### src/hdl/rcf_pkg.sv
// ----------------------------------------------------------------------------
// rcf_pkg
// shared types, constants and helpers of the rgb 3x3 convolution filter
// ----------------------------------------------------------------------------
package rcf_pkg;

	localparam int MaxWidth  = 1024;
	localparam int MaxHeight = 4096;
	localparam int ColW      = $clog2(MaxWidth);
	localparam int CntW      = 22;
	localparam int CfgIdxW   = 3;
	localparam int CfgDataW  = 13;
	localparam int QDepth    = 8;
	localparam int QPtrW     = $clog2(QDepth);

	localparam logic [CfgIdxW-1:0] REG_WIDTH  = 3'd0;
	localparam logic [CfgIdxW-1:0] REG_HEIGHT = 3'd1;
	localparam logic [CfgIdxW-1:0] REG_LEFT   = 3'd2;
	localparam logic [CfgIdxW-1:0] REG_TOP    = 3'd3;
	localparam logic [CfgIdxW-1:0] REG_RIGHT  = 3'd4;
	localparam logic [CfgIdxW-1:0] REG_BOTTOM = 3'd5;
	localparam logic [CfgIdxW-1:0] REG_MODE   = 3'd6;

	typedef enum logic [1:0] {
		MODE_EDGE    = 2'd0,
		MODE_SHARPEN = 2'd1,
		MODE_BOX     = 2'd2,
		MODE_GAUSS   = 2'd3
	} mode_t;

	typedef struct packed {
		logic [10:0] width;
		logic [12:0] height;
		logic [9:0]  left;
		logic [11:0] top;
		logic [10:0] right;
		logic [12:0] bottom;
		mode_t       mode;
	} cfg_t;

	// one classified word handed from front to back
	typedef struct packed {
		logic        filt;
		logic        last;
		logic [23:0] p0, p1, p2, p3, p4, p5, p6, p7, p8;
	} job_t;

	// clamp a signed sum to 0..255
	function automatic logic [7:0] clamp8(input logic signed [13:0] v);
		if (v < 0) return 8'd0;
		else if (v > 14'sd255) return 8'd255;
		else return v[7:0];
	endfunction

endpackage

### src/hdl/rcf_back.sv
// ----------------------------------------------------------------------------
// rcf_back
// kernel arithmetic for one word, two stages
// ----------------------------------------------------------------------------
module rcf_back (
	input  logic            clk,
	input  logic            arst_n,
	input  rcf_pkg::mode_t  mode,
	input  logic            in_valid,
	input  logic            stall,
	input  rcf_pkg::job_t   job,
	output logic            out_valid,
	output logic [23:0]     pixel,
	output logic            last
);
	import rcf_pkg::*;

	logic signed [13:0] sum_s1 [3];
	logic [23:0] ctr_s1;
	logic filt_s1, last_s1, v_s1;
	mode_t mode_s1;
	logic [23:0] res;

	function automatic logic signed [13:0] ksum(input job_t j, input int sh, input mode_t m);
		logic signed [13:0] p [9];
		logic signed [13:0] nb, cr;
		p[0] = 14'(j.p0[sh+:8]); p[1] = 14'(j.p1[sh+:8]); p[2] = 14'(j.p2[sh+:8]);
		p[3] = 14'(j.p3[sh+:8]); p[4] = 14'(j.p4[sh+:8]); p[5] = 14'(j.p5[sh+:8]);
		p[6] = 14'(j.p6[sh+:8]); p[7] = 14'(j.p7[sh+:8]); p[8] = 14'(j.p8[sh+:8]);
		nb = p[0] + p[2] + p[6] + p[8];
		cr = p[1] + p[3] + p[5] + p[7];
		case (m)
			MODE_EDGE:    return (p[4] <<< 3) - nb - cr;
			MODE_SHARPEN: return 14'sd5 * p[4] - cr;
			MODE_BOX:     return nb + cr + p[4] + 14'sd4;
			default:      return nb + (cr <<< 1) + (p[4] <<< 2) + 14'sd8;
		endcase
	endfunction

	// rounded sum / 9 for 0..2299 by reciprocal multiply
	function automatic logic [7:0] div9(input logic signed [13:0] s);
		logic [25:0] prod;
		prod = 26'(s[11:0]) * 26'd7282;
		return prod[23:16];
	endfunction

	function automatic logic [7:0] fin(input logic signed [13:0] s, input mode_t m);
		case (m)
			MODE_BOX:   return div9(s);
			MODE_GAUSS: return s[11:4];
			default:    return clamp8(s);
		endcase
	endfunction

	always_ff @(posedge clk or negedge arst_n) begin
		if (!arst_n) begin
			v_s1 <= 1'b0;
			out_valid <= 1'b0;
		end else if (!stall) begin
			v_s1 <= in_valid;
			out_valid <= v_s1;
		end
	end

	always_ff @(posedge clk) begin
		if (!stall) begin
			sum_s1[0] <= ksum(job, 16, mode);
			sum_s1[1] <= ksum(job, 8, mode);
			sum_s1[2] <= ksum(job, 0, mode);
			ctr_s1 <= job.p4;
			filt_s1 <= job.filt;
			last_s1 <= job.last;
			mode_s1 <= mode;
			pixel <= res;
			last <= last_s1;
		end
	end

	assign res = filt_s1 ? {fin(sum_s1[0], mode_s1), fin(sum_s1[1], mode_s1),
		fin(sum_s1[2], mode_s1)} : ctr_s1;

endmodule

### config.mk
export PLATFORM = sky130hd
export DESIGN_NAME = rcf_back
export DESIGN_NICKNAME = d
export VERILOG_FILES = /design/src/hdl/rcf_pkg.sv /design/src/hdl/rcf_back.sv
export SDC_FILE = /design/constraint.sdc
export NUM_CORES = 1
export LEC_CHECK = 0
export BUFFER_PORTS_ARGS = -buffer_cell sky130_fd_sc_hd__buf_2
export CAP_MARGIN = 20
export CELL_PAD_IN_SITES_DETAIL_PLACEMENT = 1
export CELL_PAD_IN_SITES_GLOBAL_PLACEMENT = 1
export CORE_ASPECT_RATIO = 2
export CORE_MARGIN = 4
export CORE_UTILIZATION = 44
export DETAILED_ROUTE_END_ITERATION = 10
export PLACE_DENSITY = 0.85
export SYNTH_ARGS = -nofsm -noshare
export SYNTH_HDL_FRONTEND = slang
export SYNTH_SLANG_ARGS = --single-unit
### constraint.sdc
create_clock -name clk -period 4.4 [get_ports clk]
set_input_delay 0.88 -clock clk [delete_from_list [all_inputs] [get_ports clk]]
set_output_delay 0.88 -clock clk [all_outputs]
set_load 0.01 [all_outputs]
==> flow_metrics.tcl, run 1 <==
set metrics [dict create \
    status "stopped before the end" \
    outcome.stop_stage "5_1_grt" \
    first-error "[ERROR GRT-0232] Routing congestion too high. Check the congestion heatmap in the GUI." \
    synth_cell_type_count 76 \
    worst-ep-kind "sequential cell input" \
    gate_count_post_synth 2534 \
    seq_area_frac_synth 0.123 \
    die_height_um 336 \
    post-place-cells 3943 \
    place_congestion 0.983 \
    number_of_cts_inserted_buffers 9 \
    synth_area_sq_um 23700 \
    gr-usage-all-layers 0.629 \
    grt_overflow_total 93 \
    initial_utilization 0.443 \
    grt_repair_worst_endpoint "sum_s1[0][39]$_DFFE_PN_/D" \
    cts_max_path_buffers 2 \
    synthFlopType "edfxtp_1" \
    cts.root.buffer_cell "clkbuf_16" \
    synthesis.area_per_instance_sq_um 9.34 \
    grt_max_degree 64 \
    io_buffer_count 249 \
    yosys_warnings 0 \
    synth_edf_count 95 \
    ctsHtreeMaxLevel 3 \
    antenna_found_initial 21 \
    number_of_top_level_pins 250 \
    tritoncts_num_sinks 97 \
    num_rows 120 \
    detailedPlacementHpwl_um 78600 \
    async_flop_share 0.0206 \
    synth-seq-cells 97 \
    die_w_um 172 \
    synth_fp_nets 3532 \
]
==> synth_stat cells, drive strengths merged (9+ instances only) <==
library cell	n	area, sq um
xnor2	139	1220
or3	9	56.3
mux4	18	405
xor2	39	342
fa	270	5410
nor3	35	180
nand2b	9	56.3
nor2b	25	159
a31oi	9	62.6
o41ai	13	129
a41oi	13	114
clkbuf	19	71.3
o211ai	14	105
nand3	26	130
nand2	106	398
ha	504	6310
a21o	55	413
o21ai	125	629
o21bai	29	218
inv	633	2380
o21a	12	90.1
nor2	122	458
edfxtp	95	2850
a21oi	103	523
==> metal layers <==
| metal | GRT overflow | global-route usage |
|---|---|---|
| met1 | 0 | 0.599 |
| met4 | 42 | 0.689 |
| met2 | 48 | 0.854 |
| met5 | 0 | 0.0617 |
| met3 | 3 | 0.393 |
==> stage by stage <==
stage                     hold slack, ns  instance area, sq um  setup slack [ns]  setup TNS (ns)
after floorplan                    0.400                 24700             -1.21          -26.57
after global placement             0.410                 30600             -1.86          -53.71
after detailed placement           0.432                 30600             -2.06          -65.90
after CTS                          0.260                 33800             -1.36          -38.87
==> cells by family after synthesis <==
group / share of synthesized area
AOI/OAI and AO/OA: 0.120
adders and majority gates: 0.495
buffers and inverters: 0.104
muxes: 0.0194
DFF: 0.123
and+or+nand+nor: 0.0735
xor gates and xnor gates: 0.0659
==> timing repair <==
action | CTS
setup buffers | 86
resized for setup | 433
setup endpoints to repair | 58
pin swaps | 334
hold buffers | 0
==> run 2, diff against run 1 <==
CELL_PAD_IN_SITES_DETAIL_PLACEMENT = default   (was 1)
CELL_PAD_IN_SITES_GLOBAL_PLACEMENT = default   (was 1)
CORE_ASPECT_RATIO = default   (was 2)
CORE_UTILIZATION = 35   (was 44)
PLACE_DENSITY = default   (was 0.85)
PLACE_DENSITY_LB_ADDON = 0.15   (was default)
clock period = 5.7 ns   (was 4.4 ns; I/O delays follow)
==> run 2 against run 1 <==
Net effect:
- the flow now finishes, with violations (negative setup slack)
- synthesized cell count unchanged
- synthesized area unchanged
==> flow_metrics.tcl, run 2 <==
set metrics [dict create \
    status "finished, violations left" \
    violations "negative setup slack" \
    synthesis.area_per_instance_sq_um 9.34 \
    grt_pass1_vias 20400 \
    routed_wirelength_um 65300 \
    fin_skew_ns 0.00901 \
    detailed_place.area_sq_um 29000 \
    critical_path.max_stage_delay_ns 0.52 \
    yosys_warnings 0 \
    final.setup.tns_ns -1.54 \
    areaGrowthSynthToFinish_pct 31.3 \
    seq_area_frac_synth 0.123 \
    dp_slack_ns -0.770 \
    fillCellCount 6454 \
    largest_register_ffs 42 \
    synth_area_sq_um 23700 \
    slew_headroom 0.298 \
    num_rows 95 \
    largest-register "sum_s1" \
    final_common_cell "inv_1" \
    synth-seq-cells 97 \
    setup_viol 13 \
    timing.critical_path.from_type "input port" \
    routed_via_density 4.75 \
    synth_fp_nets 3532 \
    drt_drc_violations_left 0 \
    tritoncts_num_sinks 97 \
    number_of_top_level_pins 250 \
    die_height_um 268 \
    critical_path_peak_fanout 4 \
    detailedPlacementHpwl_um 57100 \
    drt_first_iter_violations 782 \
    async_flop_share 0.0206 \
    io_buffer_count 249 \
    final_nets 4136 \
    gr-usage-all-layers 0.181 \
    finalCritPeriodShare 1.04 \
    r2r-start "sum_s1[0][6]$_DFFE_PN_" \
    hp-start "last_s1$_DFFE_PN_" \
    grt_overflow_total 0 \
    cpMostUsedCell "fa_1" \
    stdcell_count 4016 \
    critPathRequiredTime_ns 5.80 \
    first_pass_grt_wire_length_um 105000 \
    cts.root.buffer_cell "clkbuf_16" \
    yosysMostFrequentCell "inv_1" \
    synthFlopType "edfxtp_1" \
    grt_setup_unrepaired "yes" \
    layout_top_registers "sum_s1: 42 flops, ctr_s1: 24 flops, pixel: 24 flops" \
    detail_route.wl_per_cell_um 16.3 \
    cts.clk_slew.worst_paths_ns 0.07 \
    timing.hold.worst.class "reg -> reg" \
    number_of_cts_inserted_buffers 9 \
    final_layout_size_suffix_gt1_frac 0.309 \
    antenna_found_initial 3 \
    die_w_um 268 \
    max_clock_freq_mhz 168 \
    least_setup_slack_across_all_paths_after_layout_ns -0.236 \
    worst_slew_pin_slew_ns 1.05 \
    synth_cell_type_count 76 \
    drt_first_pass_iters 5 \
    ctsHtreeMaxLevel 3 \
    finalMaxSlewViolations 0 \
    critPathLaunch "job[41]" \
    place_congestion 0.870 \
    post-place-cells 3960 \
    cap_violations 0 \
    crit_type "in -> reg" \
    synth.top_cells.by_count "inv_1, ha_1, fa_1" \
    grt_max_degree 55 \
    post-route-min-period_ns 5.94 \
    antenna_violating_nets_post_route 0 \
    detailroute.via_count 19100 \
    coreArea_sq_um 67000 \
    critical_path.endpoint_type "flop" \
    crit_arrival_ns 6.03 \
    hold_viol 0 \
    cts_tree "yes" \
    synth_top_area_share 0.266 \
    yosys.area.top_type "ha_1" \
    die_area_sq_um 71800 \
    final_cell_mix "inv_1, ha_1, buf_4, fa_1, buf_2" \
    stdcell_area_sq_um 31100 \
    synth_edf_count 95 \
    yosys-top-cells-area "ha_1, fa_1, edfxtp_1" \
    initial_utilization 0.353 \
    cts_max_path_buffers 2 \
    gate_count_post_synth 2534 \
    skew_pair_late_insertion_delay_ns 0.37 \
    crit_path_top_delay_cell "fa_1" \
]
## run 2: cell counts after synthesis
No cell type changed its count.
## run 2: layer usage
metal	wire, um	track usage	up-vias
li1	-	-	9557
met5	20	0	-
met4	600	0.0334	2
met3	1840	0.0151	28
met1	33000	0.272	9221
met2	29800	0.289	275
## run 2: kinds of logic (layout without fill, tap and decap cells)
kind of cell,after synthesis,in the layout,share of synthesized area
AO/OA/AOI/OAI,435,435,0.120
XOR/XNOR,178,178,0.0659
adder cells (fa/ha/maj),774,774,0.495
buffers and inverters,654,1261,0.104
flip-flops,97,97,0.123
multiplexers,23,23,0.0194
other,0,2,0
AND/OR/NAND/NOR,373,373,0.0735
## run 2: layout make-up
class | count | area [sq um] | share of cell area
Antenna cell | 2 | 5.00 | 0.000161
Clock buffer | 10 | 229 | 0.00737
Clock inverter | 4 | 31.3 | 0.00101
Inverter | 633 | 2400 | 0.0773
Multi-Input combinational cell | 1783 | 20300 | 0.655
Sequential cell | 97 | 2900 | 0.0934
Tap cell | 873 | 1090 | 0.0351
Timing Repair Buffer | 614 | 4070 | 0.131
## run 2: path summary, 6_finish.rpt
check	end	slack, ns	cells after the start
worst max-delay path	sum_s1[0][10]$_DFFE_PN_	-0.24	26
worst min-delay path	last$_DFFE_PN_	0.42	0
min in group asynchronous	v_s1$_DFFE_PN0N_	0.54	1
worst min register to register	last$_DFFE_PN_	0.42	0
max in group asynchronous	out_valid$_DFFE_PN0N_	5.06	1
worst max register to register	pixel[21]$_DFFE_PN_	0.30	16
## run 2: repair_timing
action	CTS	global route
hold buffers	0	0
setup buffers	21	21
resized for setup	122	166
gates cloned	0	0
pin swaps	128	103
setup endpoints to repair	21	24
## run 2: worst max-delay path, delay by kind of cell
| family | cells | cell delay [ns] |
|---|---|---|
| adder cells (fa/ha/maj) | 6 | 2.11 |
| AND/OR/NAND/NOR | 2 | 0.19 |
| AO/OA/AOI/OAI | 9 | 1.68 |
| buffers and inverters | 7 | 0.58 |
| XOR/XNOR | 2 | 0.35 |
## run 2: stage by stage
stage               utilization  hold WS (ns)
floorplan                     -         0.400
detailed placement        0.432         0.406
global route              0.464         0.429
finish                    0.464         0.420
global placement          0.432         0.408
CTS                       0.446         0.424
Power of run 2 is not shown: default switching activity piles up to over one toggle a cycle in this logic, so the estimate is an artifact.
==> run 3, diff against run 2 <==
CORE_MARGIN = 1   (was 4)
CORE_UTILIZATION = 45   (was 35)
==> run 3 against run 2 <==
Net effect:
- the run still ends with negative setup slack left
- final cell count is 4.5% lower
- wire length is 4.2% lower
- hold slack better by 0.019 ns
- largest cell class unchanged
==> flow_metrics.tcl, run 3 (synthesis results as in run 2) <==
set metrics [dict create \
    crit_arrival_ns 6.05 \
    cpMostUsedCell "inv_2" \
    fin_skew_ns 0.00858 \
    first_pass_grt_wire_length_um 99800 \
    place_congestion 0.901 \
    final_nets 4149 \
    skew_pair_late_insertion_delay_ns 0.37 \
    timing.hold.worst.class "reg -> reg" \
    drt_first_iter_violations 934 \
    ctsHtreeMaxLevel 3 \
    grt_pass1_vias 20000 \
    coreArea_sq_um 51600 \
    worst_r2r_path_depth 16 \
    post-route-min-period_ns 5.87 \
    cap_violations 0 \
    worst_slew_pin_slew_ns 1.04 \
    largest-register "sum_s1" \
    final_cell_mix "inv_1, ha_1, buf_4, fa_1, buf_2" \
    antenna_violating_nets_post_route 0 \
    number_of_cts_inserted_buffers 9 \
    die_w_um 231 \
    timing.critical_path.to "sum_s1[0][37]$_DFFE_PN_" \
    cts_tree "yes" \
    crit_path_top_delay_cell "fa_1" \
    regToRegEndpoint "pixel[23]$_DFFE_PN_" \
    drt_drc_violations_left 0 \
    setup_viol 14 \
    cts.clk_slew.worst_paths_ns 0.06 \
    areaGrowthSynthToFinish_pct 31.7 \
    routed_wirelength_um 62600 \
    number_of_top_level_pins 250 \
    routed_via_density 5.04 \
    status "finished, violations left" \
    final_layout_size_suffix_gt1_frac 0.323 \
    die_height_um 231 \
    stdcell_count 3835 \
    cts_max_path_buffers 2 \
    fillCellCount 4338 \
    stdcell_area_sq_um 31200 \
    finalCritPeriodShare 1.03 \
    post-place-cells 3768 \
    cts.root.buffer_cell "clkbuf_16" \
    antenna_found_initial 1 \
    num_rows 83 \
    max_clock_freq_mhz 170 \
    hold_viol 0 \
    die_area_sq_um 53500 \
    drt_first_pass_iters 5 \
    grt_setup_unrepaired "yes" \
    critical_path_peak_fanout 4 \
    layout_top_registers "sum_s1: 42 flops, ctr_s1: 24 flops, pixel: 24 flops" \
    detail_route.wl_per_cell_um 16.3 \
    violations "negative setup slack" \
    gr-usage-all-layers 0.234 \
    diodes 0 \
    crit_type "in -> reg" \
    tritoncts_num_sinks 97 \
    critPathLaunch "job[73]" \
    grt_max_degree 59 \
    finalMaxSlewViolations 0 \
    final_common_cell "inv_1" \
    detailedPlacementHpwl_um 54000 \
    r2r-start "sum_s1[0][6]$_DFFE_PN_" \
    timing.critical_path.from_type "input port" \
    io_buffer_count 249 \
    initial_utilization 0.459 \
    slew_headroom 0.301 \
    critical_path.max_stage_delay_ns 0.50 \
    critPathRequiredTime_ns 5.88 \
    detailroute.via_count 19300 \
    critical_path.endpoint_type "flop" \
    least_setup_slack_across_all_paths_after_layout_ns -0.171 \
    largest_register_ffs 42 \
    grt_overflow_total 0 \
    detailed_place.area_sq_um 28700 \
    holdBufCountCts 0 \
    worst-r2r-setup-slack_ns 0.33 \
]
run 3: cell types whose count changed in the layout (fill, tap and decap cells not counted), sizes merged:
cell and delta:
bufinv +1, buf +13, diode -2, clkinvlp +1, clkbuf -1
run 3: worst min path at each step:
| stage | start | endpoint | slack (ns) | cells past startpoint |
|---|---|---|---|---|
| final | last_s1$_DFFE_PN_ | last$_DFFE_PN_ | 0.44 | 0 |
| after global routing | last_s1$_DFFE_PN_ | last$_DFFE_PN_ | 0.45 | 0 |
| after CTS | last_s1$_DFFE_PN_ | last$_DFFE_PN_ | 0.44 | 0 |
| after detailed placement | last_s1$_DFFE_PN_ | last$_DFFE_PN_ | 0.42 | 0 |
| after global placement | last_s1$_DFFE_PN_ | last$_DFFE_PN_ | 0.41 | 0 |
| after floorplan | last_s1$_DFFE_PN_ | last$_DFFE_PN_ | 0.40 | 0 |
run 3: worst max-delay path, delay by kind of cell:
family,cells,cell delay [ns]
adder cells (fa/ha/maj),7,2.53
AO/OA/AOI/OAI,4,1.08
AND/OR/NAND/NOR,4,0.35
XOR/XNOR,2,0.30
buffers and inverters,8,0.64
run 3: area by class of cell:
cell class                 count  area [sq um]  area share
inverter                     633          2400      0.0769
sequential                    97          2900      0.0932
timing repair buffer         627          4240       0.136
clock buffer                   9           225     0.00723
clock inverter                 6          68.8     0.00221
tap                          680           851      0.0273
multi-input combinational   1783         20500       0.657
run 3: per-stage QoR:
| stage | util | setup slack [ns] | hold slack (ns) | setup TNS, ns |
|---|---|---|---|---|
| floorplan | - | -0.170 | 0.400 | -0.695 |
| global placement | 0.556 | -0.633 | 0.413 | -11.33 |
| detailed placement | 0.556 | -0.680 | 0.423 | -12.75 |
| CTS | 0.579 | -0.132 | 0.439 | -0.525 |
| global route | 0.604 | -0.402 | 0.452 | -4.62 |
| finish | 0.604 | -0.171 | 0.439 | -0.888 |
run 3: routing by layer:
layer / global-route usage / routed length (um)
met5: 0 / 13
met4: 0.0476 / 923
met3: 0.0218 / 2600
met2: 0.376 / 28700
met1: 0.342 / 30300
run 3: what timing repair did:
| action | CTS | global route |
|---|---|---|
| buffers inserted | 30 | 27 |
| setup endpoints to repair | 21 | 23 |
| resized for setup | 119 | 214 |
| pin swaps | 111 | 175 |
Power of run 3 is left out for the same reason.
